`src/rtl/gamepad_report_decoder_macros.svh`:
```
// assertion macros used by the gamepad report decoder datapath
`ifndef GAMEPAD_REPORT_DECODER_MACROS_SVH
`define GAMEPAD_REPORT_DECODER_MACROS_SVH

// clocked check, disabled while reset is asserted
`define GRD_ASSERT(label, prop, msg) \
	label: assert property (@(posedge clk) disable iff (!arst_n) (prop)) else $error(msg);

// clocked check that also holds during reset
`define GRD_ASSERT_ALWAYS(label, prop, msg) \
	label: assert property (@(posedge clk) (prop)) else $error(msg);

`endif

```
`src/rtl/grd_pkg.sv`:
```
// shared types and constants of the gamepad report decoder
package grd_pkg;

	// report layout
	localparam int CAPTURE_BYTES    = 12;
	localparam int REPORT_MIN_BYTES = 13;
	localparam int COUNT_W          = 4;
	localparam int AXIS_W           = 12;
	localparam int NUM_AXES         = 4;
	localparam int OUT_AXIS_W       = 16;

	// default fraction bits of the normalized axes
	localparam int AXIS_FRACTION_BITS_DEF = 15;

	// configuration port
	localparam int CFG_W      = 12;
	localparam int APB_ADDR_W = 5;
	localparam int APB_DATA_W = 32;
	localparam int REG_IDX_W  = 3;

	localparam logic [REG_IDX_W-1:0] REG_LEFT_X_CENTER  = 3'd0;
	localparam logic [REG_IDX_W-1:0] REG_LEFT_Y_CENTER  = 3'd1;
	localparam logic [REG_IDX_W-1:0] REG_RIGHT_X_CENTER = 3'd2;
	localparam logic [REG_IDX_W-1:0] REG_RIGHT_Y_CENTER = 3'd3;
	localparam logic [REG_IDX_W-1:0] REG_EXTENT_POS     = 3'd4;
	localparam logic [REG_IDX_W-1:0] REG_EXTENT_NEG     = 3'd5;

	localparam logic [CFG_W-1:0] CENTER_RESET = 12'd2048;
	localparam logic [CFG_W-1:0] EXTENT_RESET = 12'd1600;

	// axis codes, in the order the sequencer visits them
	localparam logic [1:0] AXIS_LX = 2'd0;
	localparam logic [1:0] AXIS_LY = 2'd1;
	localparam logic [1:0] AXIS_RX = 2'd2;
	localparam logic [1:0] AXIS_RY = 2'd3;

	typedef enum logic [2:0] {
		ST_IDLE,
		ST_SETUP,
		ST_DIV,
		ST_STORE,
		ST_LOAD
	} grd_state_t;

	typedef struct packed {
		logic [NUM_AXES-1:0][CFG_W-1:0] center;
		logic [CFG_W-1:0]               ext_pos;
		logic [CFG_W-1:0]               ext_neg;
	} cfg_t;

	typedef struct packed {
		logic       capture;
		logic       div_start;
		logic       div_step;
		logic       div_store;
		logic       out_load;
		logic [1:0] axis;
	} cmd_t;

	typedef struct packed {
		logic long_end;
		logic div_last;
		logic out_free;
	} status_t;

endpackage

```
`src/rtl/grd_cfg.sv`:
```
// configuration registers behind the apb-style port
module grd_cfg (
	input  logic                           clk,
	input  logic                           arst_n,
	input  logic                           psel,
	input  logic                           penable,
	input  logic                           pwrite,
	input  logic [grd_pkg::APB_ADDR_W-1:0] paddr,
	input  logic [grd_pkg::APB_DATA_W-1:0] pwdata,
	output logic [grd_pkg::APB_DATA_W-1:0] prdata,
	output logic                           pready,
	output grd_pkg::cfg_t                  cfg
);
	import grd_pkg::*;

	logic [REG_IDX_W-1:0] idx;
	logic                 wr_en;
	logic [CFG_W-1:0]     rd_val;
	cfg_t                 cfg_q;

	assign idx    = paddr[APB_ADDR_W-1:2];
	assign wr_en  = psel && penable && pwrite;
	assign pready = 1'b1;
	assign cfg    = cfg_q;

	// register writes, low bits kept
	always_ff @(posedge clk or negedge arst_n) begin
		if (!arst_n) begin
			cfg_q.center  <= {NUM_AXES{CENTER_RESET}};
			cfg_q.ext_pos <= EXTENT_RESET;
			cfg_q.ext_neg <= EXTENT_RESET;
		end else if (wr_en) begin
			case (idx)
				REG_LEFT_X_CENTER:  cfg_q.center[AXIS_LX] <= pwdata[CFG_W-1:0];
				REG_LEFT_Y_CENTER:  cfg_q.center[AXIS_LY] <= pwdata[CFG_W-1:0];
				REG_RIGHT_X_CENTER: cfg_q.center[AXIS_RX] <= pwdata[CFG_W-1:0];
				REG_RIGHT_Y_CENTER: cfg_q.center[AXIS_RY] <= pwdata[CFG_W-1:0];
				REG_EXTENT_POS:     cfg_q.ext_pos         <= pwdata[CFG_W-1:0];
				REG_EXTENT_NEG:     cfg_q.ext_neg         <= pwdata[CFG_W-1:0];
				default: ;
			endcase
		end
	end

	// read mux
	always_comb begin
		case (idx)
			REG_LEFT_X_CENTER:  rd_val = cfg_q.center[AXIS_LX];
			REG_LEFT_Y_CENTER:  rd_val = cfg_q.center[AXIS_LY];
			REG_RIGHT_X_CENTER: rd_val = cfg_q.center[AXIS_RX];
			REG_RIGHT_Y_CENTER: rd_val = cfg_q.center[AXIS_RY];
			REG_EXTENT_POS:     rd_val = cfg_q.ext_pos;
			REG_EXTENT_NEG:     rd_val = cfg_q.ext_neg;
			default:            rd_val = '0;
		endcase
	end

	assign prdata = {{(APB_DATA_W-CFG_W){1'b0}}, rd_val};

endmodule

```
`src/rtl/grd_ctrl.sv`:
```
// sequencer: byte intake, four axis divisions, result hand-off
module grd_ctrl (
	input  logic             clk,
	input  logic             arst_n,
	input  logic             in_valid,
	output logic             in_stall,
	input  grd_pkg::status_t status,
	output grd_pkg::cmd_t    cmd
);
	import grd_pkg::*;

	grd_state_t state_q, state_d;
	logic [1:0] axis_q;
	logic       axis_last;

	assign axis_last = (axis_q == 2'(NUM_AXES - 1));

	// next state
	always_comb begin
		state_d = state_q;
		case (state_q)
			ST_IDLE:  if (in_valid && status.long_end) state_d = ST_SETUP;
			ST_SETUP: state_d = ST_DIV;
			ST_DIV:   if (status.div_last) state_d = ST_STORE;
			ST_STORE: state_d = axis_last ? ST_LOAD : ST_SETUP;
			ST_LOAD:  if (status.out_free) state_d = ST_IDLE;
			default:  state_d = ST_IDLE;
		endcase
	end

	// commands to the datapath
	always_comb begin
		cmd           = '0;
		cmd.axis      = axis_q;
		in_stall      = 1'b1;
		case (state_q)
			ST_IDLE: begin
				in_stall    = 1'b0;
				cmd.capture = in_valid;
			end
			ST_SETUP: cmd.div_start = 1'b1;
			ST_DIV:   cmd.div_step  = 1'b1;
			ST_STORE: cmd.div_store = 1'b1;
			ST_LOAD:  cmd.out_load  = status.out_free;
			default: ;
		endcase
	end

	// state and axis counter
	always_ff @(posedge clk or negedge arst_n) begin
		if (!arst_n) begin
			state_q <= ST_IDLE;
			axis_q  <= AXIS_LX;
		end else begin
			state_q <= state_d;
			if (state_q == ST_STORE) begin
				axis_q <= axis_q + 2'd1;
			end
		end
	end

endmodule

```
`src/rtl/grd_datapath.sv`:
```
// byte capture, shared restoring divider, axis results and output register
module grd_datapath #(
	parameter int AXIS_FRACTION_BITS = grd_pkg::AXIS_FRACTION_BITS_DEF
) (
	input  logic                  clk,
	input  logic                  arst_n,
	input  grd_pkg::cmd_t         cmd,
	output grd_pkg::status_t      status,
	input  grd_pkg::cfg_t         cfg,
	input  logic [7:0]            report_byte,
	input  logic                  end_of_report,
	output logic                  out_valid,
	input  logic                  out_stall,
	output logic [7:0]            report_id,
	output logic [14:0]           buttons,
	output logic [3:0]            hat,
	output logic signed [15:0]    left_x,
	output logic signed [15:0]    left_y,
	output logic signed [15:0]    right_x,
	output logic signed [15:0]    right_y,
	output logic                  left_trigger,
	output logic                  right_trigger
);
	import grd_pkg::*;

	// divider sizing follows the fraction bits
	localparam int    NUM_W   = AXIS_W + AXIS_FRACTION_BITS;
	localparam int    BITS_W  = $clog2(NUM_W + 1);
	localparam longint LIM    = (AXIS_FRACTION_BITS >= 15) ? 64'd32767 :
		((64'd1 << AXIS_FRACTION_BITS) - 64'd1);
	localparam int    MAG_W   = OUT_AXIS_W - 1;

	localparam logic [3:0] HAT_CENTER     = 4'd0;
	localparam logic [3:0] HAT_UP         = 4'd1;
	localparam logic [3:0] HAT_UP_RIGHT   = 4'd2;
	localparam logic [3:0] HAT_RIGHT      = 4'd3;
	localparam logic [3:0] HAT_DOWN_RIGHT = 4'd4;
	localparam logic [3:0] HAT_DOWN       = 4'd5;
	localparam logic [3:0] HAT_DOWN_LEFT  = 4'd6;
	localparam logic [3:0] HAT_LEFT       = 4'd7;
	localparam logic [3:0] HAT_UP_LEFT    = 4'd8;

	logic [COUNT_W-1:0]  count_q;
	logic [7:0]          cap_q [CAPTURE_BYTES];

	logic [NUM_W-1:0]    num_q;
	logic [AXIS_W-1:0]   rem_q;
	logic [AXIS_W-1:0]   div_q;
	logic [BITS_W-1:0]   bits_left_q;
	logic                zero_q;
	logic                flip_q;
	logic [OUT_AXIS_W-1:0] axis_res_q [NUM_AXES];
	logic                out_valid_q;

	logic [AXIS_W-1:0]   raw;
	logic [AXIS_W:0]     diff;
	logic                neg;
	logic [AXIS_W-1:0]   mag;
	logic [AXIS_W-1:0]   extent;
	logic [AXIS_W:0]     trial;
	logic                fits;
	logic [MAG_W-1:0]    sat_mag;
	logic [OUT_AXIS_W-1:0] axis_val;
	logic                out_free;
	logic [7:0]          rb, sb, lb;
	logic                up, down, lf, rt;
	logic [3:0]          hat_d;
	logic [14:0]         btn_d;

	// byte counter and capture
	always_ff @(posedge clk or negedge arst_n) begin
		if (!arst_n) begin
			count_q <= '0;
		end else if (cmd.capture) begin
			if (end_of_report) begin
				count_q <= '0;
			end else if (count_q < COUNT_W'(REPORT_MIN_BYTES)) begin
				count_q <= count_q + 1'b1;
			end
		end
	end

	always_ff @(posedge clk) begin
		if (cmd.capture && (count_q < COUNT_W'(CAPTURE_BYTES))) begin
			cap_q[count_q] <= report_byte;
		end
	end

	// raw sample and centre of the selected axis
	always_comb begin
		case (cmd.axis)
			AXIS_LX: raw = {cap_q[7][3:0], cap_q[6]};
			AXIS_LY: raw = {cap_q[8], cap_q[7][7:4]};
			AXIS_RX: raw = {cap_q[10][3:0], cap_q[9]};
			AXIS_RY: raw = {cap_q[11], cap_q[10][7:4]};
			default: raw = '0;
		endcase
	end

	assign diff   = {1'b0, raw} - {1'b0, cfg.center[cmd.axis]};
	assign neg    = diff[AXIS_W];
	assign mag    = neg ? AXIS_W'(-diff) : diff[AXIS_W-1:0];
	assign extent = neg ? cfg.ext_neg : cfg.ext_pos;

	// one quotient bit per step
	assign trial = {rem_q, num_q[NUM_W-1]};
	assign fits  = (trial >= {1'b0, div_q});

	always_ff @(posedge clk or negedge arst_n) begin
		if (!arst_n) begin
			bits_left_q <= '0;
		end else if (cmd.div_start) begin
			bits_left_q <= BITS_W'(NUM_W);
		end else if (cmd.div_step) begin
			bits_left_q <= bits_left_q - 1'b1;
		end
	end

	always_ff @(posedge clk) begin
		if (cmd.div_start) begin
			num_q  <= NUM_W'(mag) << AXIS_FRACTION_BITS;
			rem_q  <= '0;
			div_q  <= extent;
			zero_q <= (extent == '0);
			flip_q <= neg ^ ((cmd.axis == AXIS_LY) || (cmd.axis == AXIS_RY));
		end else if (cmd.div_step) begin
			rem_q <= fits ? AXIS_W'(trial - {1'b0, div_q}) : trial[AXIS_W-1:0];
			num_q <= {num_q[NUM_W-2:0], fits};
		end
	end

	// saturate, apply sign, store per axis
	assign sat_mag  = (num_q > NUM_W'(LIM)) ? MAG_W'(LIM) : num_q[MAG_W-1:0];
	assign axis_val = zero_q ? '0 :
		(flip_q ? OUT_AXIS_W'(-{1'b0, sat_mag}) : {1'b0, sat_mag});

	always_ff @(posedge clk) begin
		if (cmd.div_store) begin
			axis_res_q[cmd.axis] <= axis_val;
		end
	end

	// button and hat decode
	assign rb = cap_q[3];
	assign sb = cap_q[4];
	assign lb = cap_q[5];
	assign down = lb[0];
	assign up   = lb[1];
	assign rt   = lb[2];
	assign lf   = lb[3];

	assign btn_d = {sb[5], sb[2], sb[3], rb[6], lb[6], rt, lf, down, up,
		rb[0], rb[1], rb[2], rb[3], sb[0], sb[1]};

	always_comb begin
		if (up && rt)        hat_d = HAT_UP_RIGHT;
		else if (down && rt) hat_d = HAT_DOWN_RIGHT;
		else if (down && lf) hat_d = HAT_DOWN_LEFT;
		else if (up && lf)   hat_d = HAT_UP_LEFT;
		else if (up)         hat_d = HAT_UP;
		else if (rt)         hat_d = HAT_RIGHT;
		else if (down)       hat_d = HAT_DOWN;
		else if (lf)         hat_d = HAT_LEFT;
		else                 hat_d = HAT_CENTER;
	end

	// output register
	assign out_free = !out_valid_q || !out_stall;

	always_ff @(posedge clk or negedge arst_n) begin
		if (!arst_n) begin
			out_valid_q <= 1'b0;
		end else if (cmd.out_load) begin
			out_valid_q <= 1'b1;
		end else if (!out_stall) begin
			out_valid_q <= 1'b0;
		end
	end

	always_ff @(posedge clk) begin
		if (cmd.out_load) begin
			report_id     <= cap_q[0];
			buttons       <= btn_d;
			hat           <= hat_d;
			left_x        <= axis_res_q[AXIS_LX];
			left_y        <= axis_res_q[AXIS_LY];
			right_x       <= axis_res_q[AXIS_RX];
			right_y       <= axis_res_q[AXIS_RY];
			left_trigger  <= lb[7];
			right_trigger <= rb[7];
		end
	end

	assign out_valid       = out_valid_q;
	assign status.long_end = end_of_report && (count_q >= COUNT_W'(REPORT_MIN_BYTES - 1));
	assign status.div_last = (bits_left_q == BITS_W'(1));
	assign status.out_free = out_free;

	`include "gamepad_report_decoder_macros.svh"

	`GRD_ASSERT(a_load_into_free, cmd.out_load |-> out_free, "result loaded over a pending beat")
	`GRD_ASSERT(a_step_in_range, cmd.div_step |-> (bits_left_q != '0), "divider stepped past its end")
	`GRD_ASSERT(a_capture_frozen, cmd.div_step |=> $stable(count_q), "bytes taken while dividing")
	`GRD_ASSERT_ALWAYS(a_reset_idle, !arst_n |=> !out_valid_q, "result valid during reset")

endmodule

```
`src/rtl/gamepad_report_decoder.sv`:
```
// top level of the gamepad report decoder
//
//  channel  | handshake            | payload
//  ---------+----------------------+------------------------------------------
//  input    | in_valid / in_stall  | report_byte, end_of_report
//  result   | out_valid / out_stall| report_id, buttons, hat, axes, triggers
//  config   | apb psel/penable     | paddr, pwdata, prdata, pready
//
// bytes are taken one per cycle while in_stall is low; a report's final byte of at
// least 13 bytes starts four divisions through one shared restoring divider,
// each taking 12 + AXIS_FRACTION_BITS steps, and the input stalls after that
// byte until the result is loaded into the output register.
// the result then sits in an output register while new bytes are accepted;
// a result still waiting at the end of the next long report holds the input off.
// reset (arst_n low) clears the byte count, sequencer and valid flags at once.
module gamepad_report_decoder #(
	parameter int AXIS_FRACTION_BITS = grd_pkg::AXIS_FRACTION_BITS_DEF
) (
	input  logic                           clk,
	input  logic                           arst_n,
	input  logic                           in_valid,
	output logic                           in_stall,
	input  logic [7:0]                     report_byte,
	input  logic                           end_of_report,
	output logic                           out_valid,
	input  logic                           out_stall,
	output logic [7:0]                     report_id,
	output logic [14:0]                    buttons,
	output logic [3:0]                     hat,
	output logic signed [15:0]             left_x,
	output logic signed [15:0]             left_y,
	output logic signed [15:0]             right_x,
	output logic signed [15:0]             right_y,
	output logic                           left_trigger,
	output logic                           right_trigger,
	input  logic                           psel,
	input  logic                           penable,
	input  logic                           pwrite,
	input  logic [grd_pkg::APB_ADDR_W-1:0] paddr,
	input  logic [grd_pkg::APB_DATA_W-1:0] pwdata,
	output logic [grd_pkg::APB_DATA_W-1:0] prdata,
	output logic                           pready
);
	import grd_pkg::*;

	cfg_t    cfg;
	cmd_t    cmd;
	status_t status;

	// configuration registers
	grd_cfg u_cfg (
		.clk     (clk),
		.arst_n  (arst_n),
		.psel    (psel),
		.penable (penable),
		.pwrite  (pwrite),
		.paddr   (paddr),
		.pwdata  (pwdata),
		.prdata  (prdata),
		.pready  (pready),
		.cfg     (cfg)
	);

	// sequencer
	grd_ctrl u_ctrl (
		.clk      (clk),
		.arst_n   (arst_n),
		.in_valid (in_valid),
		.in_stall (in_stall),
		.status   (status),
		.cmd      (cmd)
	);

	// capture, divider and output register
	grd_datapath #(
		.AXIS_FRACTION_BITS (AXIS_FRACTION_BITS)
	) u_datapath (
		.clk           (clk),
		.arst_n        (arst_n),
		.cmd           (cmd),
		.status        (status),
		.cfg           (cfg),
		.report_byte   (report_byte),
		.end_of_report (end_of_report),
		.out_valid     (out_valid),
		.out_stall     (out_stall),
		.report_id     (report_id),
		.buttons       (buttons),
		.hat           (hat),
		.left_x        (left_x),
		.left_y        (left_y),
		.right_x       (right_x),
		.right_y       (right_y),
		.left_trigger  (left_trigger),
		.right_trigger (right_trigger)
	);

endmodule

```
`config.mk`:
```
export PLATFORM = sky130hd
export DESIGN_NAME = gamepad_report_decoder
export DESIGN_NICKNAME = d
export VERILOG_FILES = /design/src/rtl/grd_pkg.sv /design/src/rtl/grd_cfg.sv /design/src/rtl/grd_ctrl.sv /design/src/rtl/grd_datapath.sv /design/src/rtl/gamepad_report_decoder.sv
export VERILOG_INCLUDE_DIRS = /design/src /design/src/rtl
export SDC_FILE = /design/constraint.sdc
export NUM_CORES = 1
export LEC_CHECK = 0
export BUFFER_PORTS_ARGS = -buffer_cell sky130_fd_sc_hd__buf_2
export CAP_MARGIN = 20
export CORE_MARGIN = 5
export CORE_UTILIZATION = 53
export CTS_BUF_LIST = sky130_fd_sc_hd__clkbuf_16
export CTS_CLUSTER_SIZE = 14
export DETAILED_ROUTE_END_ITERATION = 6
export MAX_ROUTING_LAYER = met4
export PLACE_DENSITY_LB_ADDON = 0.3
export SYNTH_ARGS = -nofsm -noshare
export SYNTH_HDL_FRONTEND = slang
export SYNTH_SLANG_ARGS = --single-unit
```
`constraint.sdc`:
```
create_clock -name clk -period 5.95 [get_ports clk]
set_input_delay 1.19 -clock clk [delete_from_list [all_inputs] [get_ports clk]]
set_output_delay 1.19 -clock clk [all_outputs]
set_load 0.02 [all_outputs]
```
==> flow_summary.toml <==
[die]
initial_utilization_pct = 53.9
dieArea_mm2 = 0.0339
core-area_mm2 = 0.0298
die-width_um = 184
rows = 63
die_h_um = 184
boundaryPins = 181

[clock_tree]
post_cts_buffers = 0
h-tree-depth = 2
cts.sinks = 370
cts_tree = "done"
clockBufferDepth = 3
cts_root_buf = "clkbuf_16"
cts_resized = 0
cts_made_buffers = 38
postCtsHoldBufs = 0
clkTransAtPathRegs_ns = 0.06
clk_latency_ns = 0.52

[layout]
fin_util_pct = 61.2
final_nets = 1372
syn2layout_area_growth_pct = 13.5
fin_cells = 1698
antennaDiodeCount = 0
drive_above_1_share_pct = 25.8

[timing]
fin_skew_ns = 0.0128
tns_ns = 0
rsz0062_at_grt = "false"
slew_headroom_pct = 29.5
setup_ws_ns = 1.44
fmax_mhz = 222
worstMarginPinSlew_ns = 1.06
hold_viol = 0
finalCritPeriodShare_pct = 75.8
drv_slew = 0
fin_crit_ns = 4.51
setup_viol = 0

[synth]
synth_top_area_cell = "edfxtp_1"
ys_warn_count = 0
async_reset_ff_share_pct = 23.5
syn_area_per_cell_um2 = 14.1
ys_types = 79
netlist_area_mm2 = 0.0161
syn_inst = 1136
synthTopCellsByArea = "edfxtp_1 48%, dfrtp_1 12%, mux2_2 5.9%"
ys_seq_area_share_pct = 64.9
synth.top_cell.area_share_pct = 47.9
synth_flop_cell = "edfxtp_1"
ys_ff_latch = 370
synth_edf_count = 256

[global_routing]
grt_max_degree = 87
grt_pass1_wl_mm = 52.3
globalRouteOverflowTotal = 0
antenna_found_initial = 0
track_usage_pct = 19.9
grt_pass1_vias = 9657

[placed_design]
dp.cells = 1629
dp_worst_setup_slack_ns = 1.48
dp.final_hpwl_mm = 22.1
globalplace.congestion = 0.854
portBuffers = 137

[flow_run]
cap_violations = 0

[routing]
ant_nets = 0
dr.pass1.iters = 5
wire_per_inst_um = 19.1
drtIter0Drc = 930
finalWirelength_mm = 32.4
num_vias = 9672
drc_errors = 0
vias_per_cell = 5.70

[power_and_ir_drop]
p_leak_uw = 0.00709
ir_drop_uv = 249
finalPower_uw = 7520
pwr_density_cell_mw_per_mm2 = 412

[min_path]
hold_class = "reg -> reg"

[worst_setup_path]
regToRegEndpoint = "u_datapath.div_q[3]"
end_kind = "register"
ff2ff_path_depth = 12
arrival_ns = 4.77
worstPathRequired_ns = 6.20
crit_path_start_kind = "register"
path_class = "reg -> reg"
crit_start = "u_ctrl.axis_q[0]"
critPathMaxFanout = 24
r2r_start = "u_ctrl.axis_q[0]"
crit_path_end = "u_datapath.div_q[3]"
r2r_slack_ns = 1.44

[outcome]
status = "complete, no violations"
cell type report:
cell class	count	area (um2)
Tap cell	390	488
Sequential cell	370	10400
Multi-Input combinational cell	670	5200
Timing Repair Buffer	149	776
Clock buffer	39	976
Fill cell	2269	11600
Inverter	50	188
Clock inverter	30	181
metrics by stage:
step	hold slack, ns	cell area [um2]
3_3_place_gp	0.401	17100
2_1_floorplan	0.400	16100
4_1_cts	0.406	18200
6_report	0.407	18200
5_1_grt	0.408	18200
3_5_place_dp	0.405	17100
synth_stat cells (all sizes together), types with 27 or more instances:
cell	n
edfxtp	256
mux2	84
dfrtp	77
nor2	71
nand2	54
a21oi	51
inv	50
o21ai	40
ha	38
buf	35
clkbuf	30
dfxtp	27
routing by layer:
layer | share of wire (%) | vias to the layer above | global-route usage, % | wire, um
met5 | 0 | - | - | 0
met4 | 2.4 | 0 | 5.62 | 788
met3 | 6.5 | 61 | 3.40 | 2090
met2 | 48 | 327 | 31.7 | 15600
met1 | 43 | 4746 | 26.7 | 14000
li1 | - | 4538 | - | -
how the worst min path moves through the flow:
stage                     depth (start not counted)                endpoint                    startpoint  slack, ns
final                                             0             right_y[13]  u_datapath.axis_res_q[3][13]       0.41
after floorplan                                   0               left_x[0]   u_datapath.axis_res_q[0][0]       0.40
after CTS                                         0             right_y[13]  u_datapath.axis_res_q[3][13]       0.41
after global placement                            0  u_datapath.right_y[15]  u_datapath.axis_res_q[3][15]       0.40
after detailed placement                          0             right_x[12]  u_datapath.axis_res_q[2][12]       0.40
after global routing                              0             right_y[13]  u_datapath.axis_res_q[3][13]       0.41
placed cells by master (no fill, tap or decap), types with 5 or more instances in the layout:
| cell type | count |
|---|---|
| ha_1 | 38 |
| xnor2_1 | 18 |
| xor2_1 | 13 |
| mux2i_1 | 26 |
| a31oi_1 | 7 |
| clkinv_2 | 7 |
| or3_1 | 5 |
| a211oi_1 | 7 |
| nor4_1 | 11 |
| nand2_1 | 54 |
| buf_2 | 137 |
| nand3_1 | 22 |
| dfstp_2 | 10 |
| dfrtp_1 | 77 |
| nand3b_1 | 5 |
| and2_1 | 16 |
| edfxtp_1 | 256 |
| mux4_2 | 20 |
| nor3_1 | 18 |
| o21ai_0 | 38 |
| buf_4 | 12 |
| o22ai_1 | 9 |
| nor2_1 | 71 |
| a222oi_1 | 12 |
| dfxtp_1 | 27 |
| or2_2 | 6 |
| mux2_2 | 84 |
| nor3b_1 | 7 |
| a21oi_1 | 50 |
| clkinv_1 | 11 |
| a21o_1 | 5 |
| nand2b_1 | 8 |
| nand4_1 | 8 |
| inv_1 | 57 |
| conb_1 | 21 |
| clkbuf_16 | 39 |
| a22o_1 | 18 |
| nor2b_1 | 8 |
critical path, stage by stage (launching register included):
cell and delay [ns]:
dfrtp_1 0.32, buf_4 0.31, inv_1 0.17, ha_1 0.22, inv_1 0.50, a21oi_1 0.28
ha_1 0.58, a21oi_1 0.18, a21oi_1 0.31, nand3_1 0.13, o21bai_2 0.51, buf_4 0.34
mux2_2 0.39
registers in the layout (all words and copies together) (netlist names):
| register | cells |
|---|---|
| left_x | 16 |
| left_y | 16 |
| right_x | 16 |
| right_y | 15 |
| u_cfg.cfg | 72 |
| u_ctrl.axis_q | 2 |
| u_ctrl.state_q | 3 |
| u_datapath.axis_res_q | 64 |
| u_datapath.bits_left_q | 5 |
| u_datapath.buttons | 15 |
| u_datapath.cap_q | 73 |
| u_datapath.count_q | 4 |
| u_datapath.div_q | 12 |
| u_datapath.flip_q | 1 |
| u_datapath.hat | 4 |
| u_datapath.left_trigger | 1 |
| u_datapath.num_q | 27 |
| u_datapath.out_valid | 1 |
| u_datapath.rem_q | 12 |
| u_datapath.report_id | 8 |
| u_datapath.right_trigger | 1 |
| u_datapath.right_y | 1 |
| u_datapath.zero_q | 1 |
logic make-up (layout without fill, tap and decap cells):
| logic type | after synthesis | count (layout) | share of synthesized area (%) |
|---|---|---|---|
| flip-flops | 370 | 370 | 64.9 |
| XOR/XNOR | 33 | 33 | 1.89 |
| AO/OA/AOI/OAI | 193 | 193 | 8.49 |
| multiplexers | 130 | 130 | 10.3 |
| AND/OR/NAND/NOR | 253 | 253 | 7.91 |
| other | 2 | 21 | 0.0468 |
| buffers and inverters | 115 | 268 | 3.27 |
| adder cells (fa/ha/maj) | 40 | 40 | 3.21 |
power by group:
| part | internal (uW) | total, uW | leakage (uW) | switching [uW] |
|---|---|---|---|---|
| combinational | 884 | 2090 | 0.00285 | 1210 |
| clock | 1240 | 2180 | 0.000595 | 943 |
| sequential | 3040 | 3240 | 0.00364 | 199 |
Note: power is estimated with default switching activity, not from simulation.
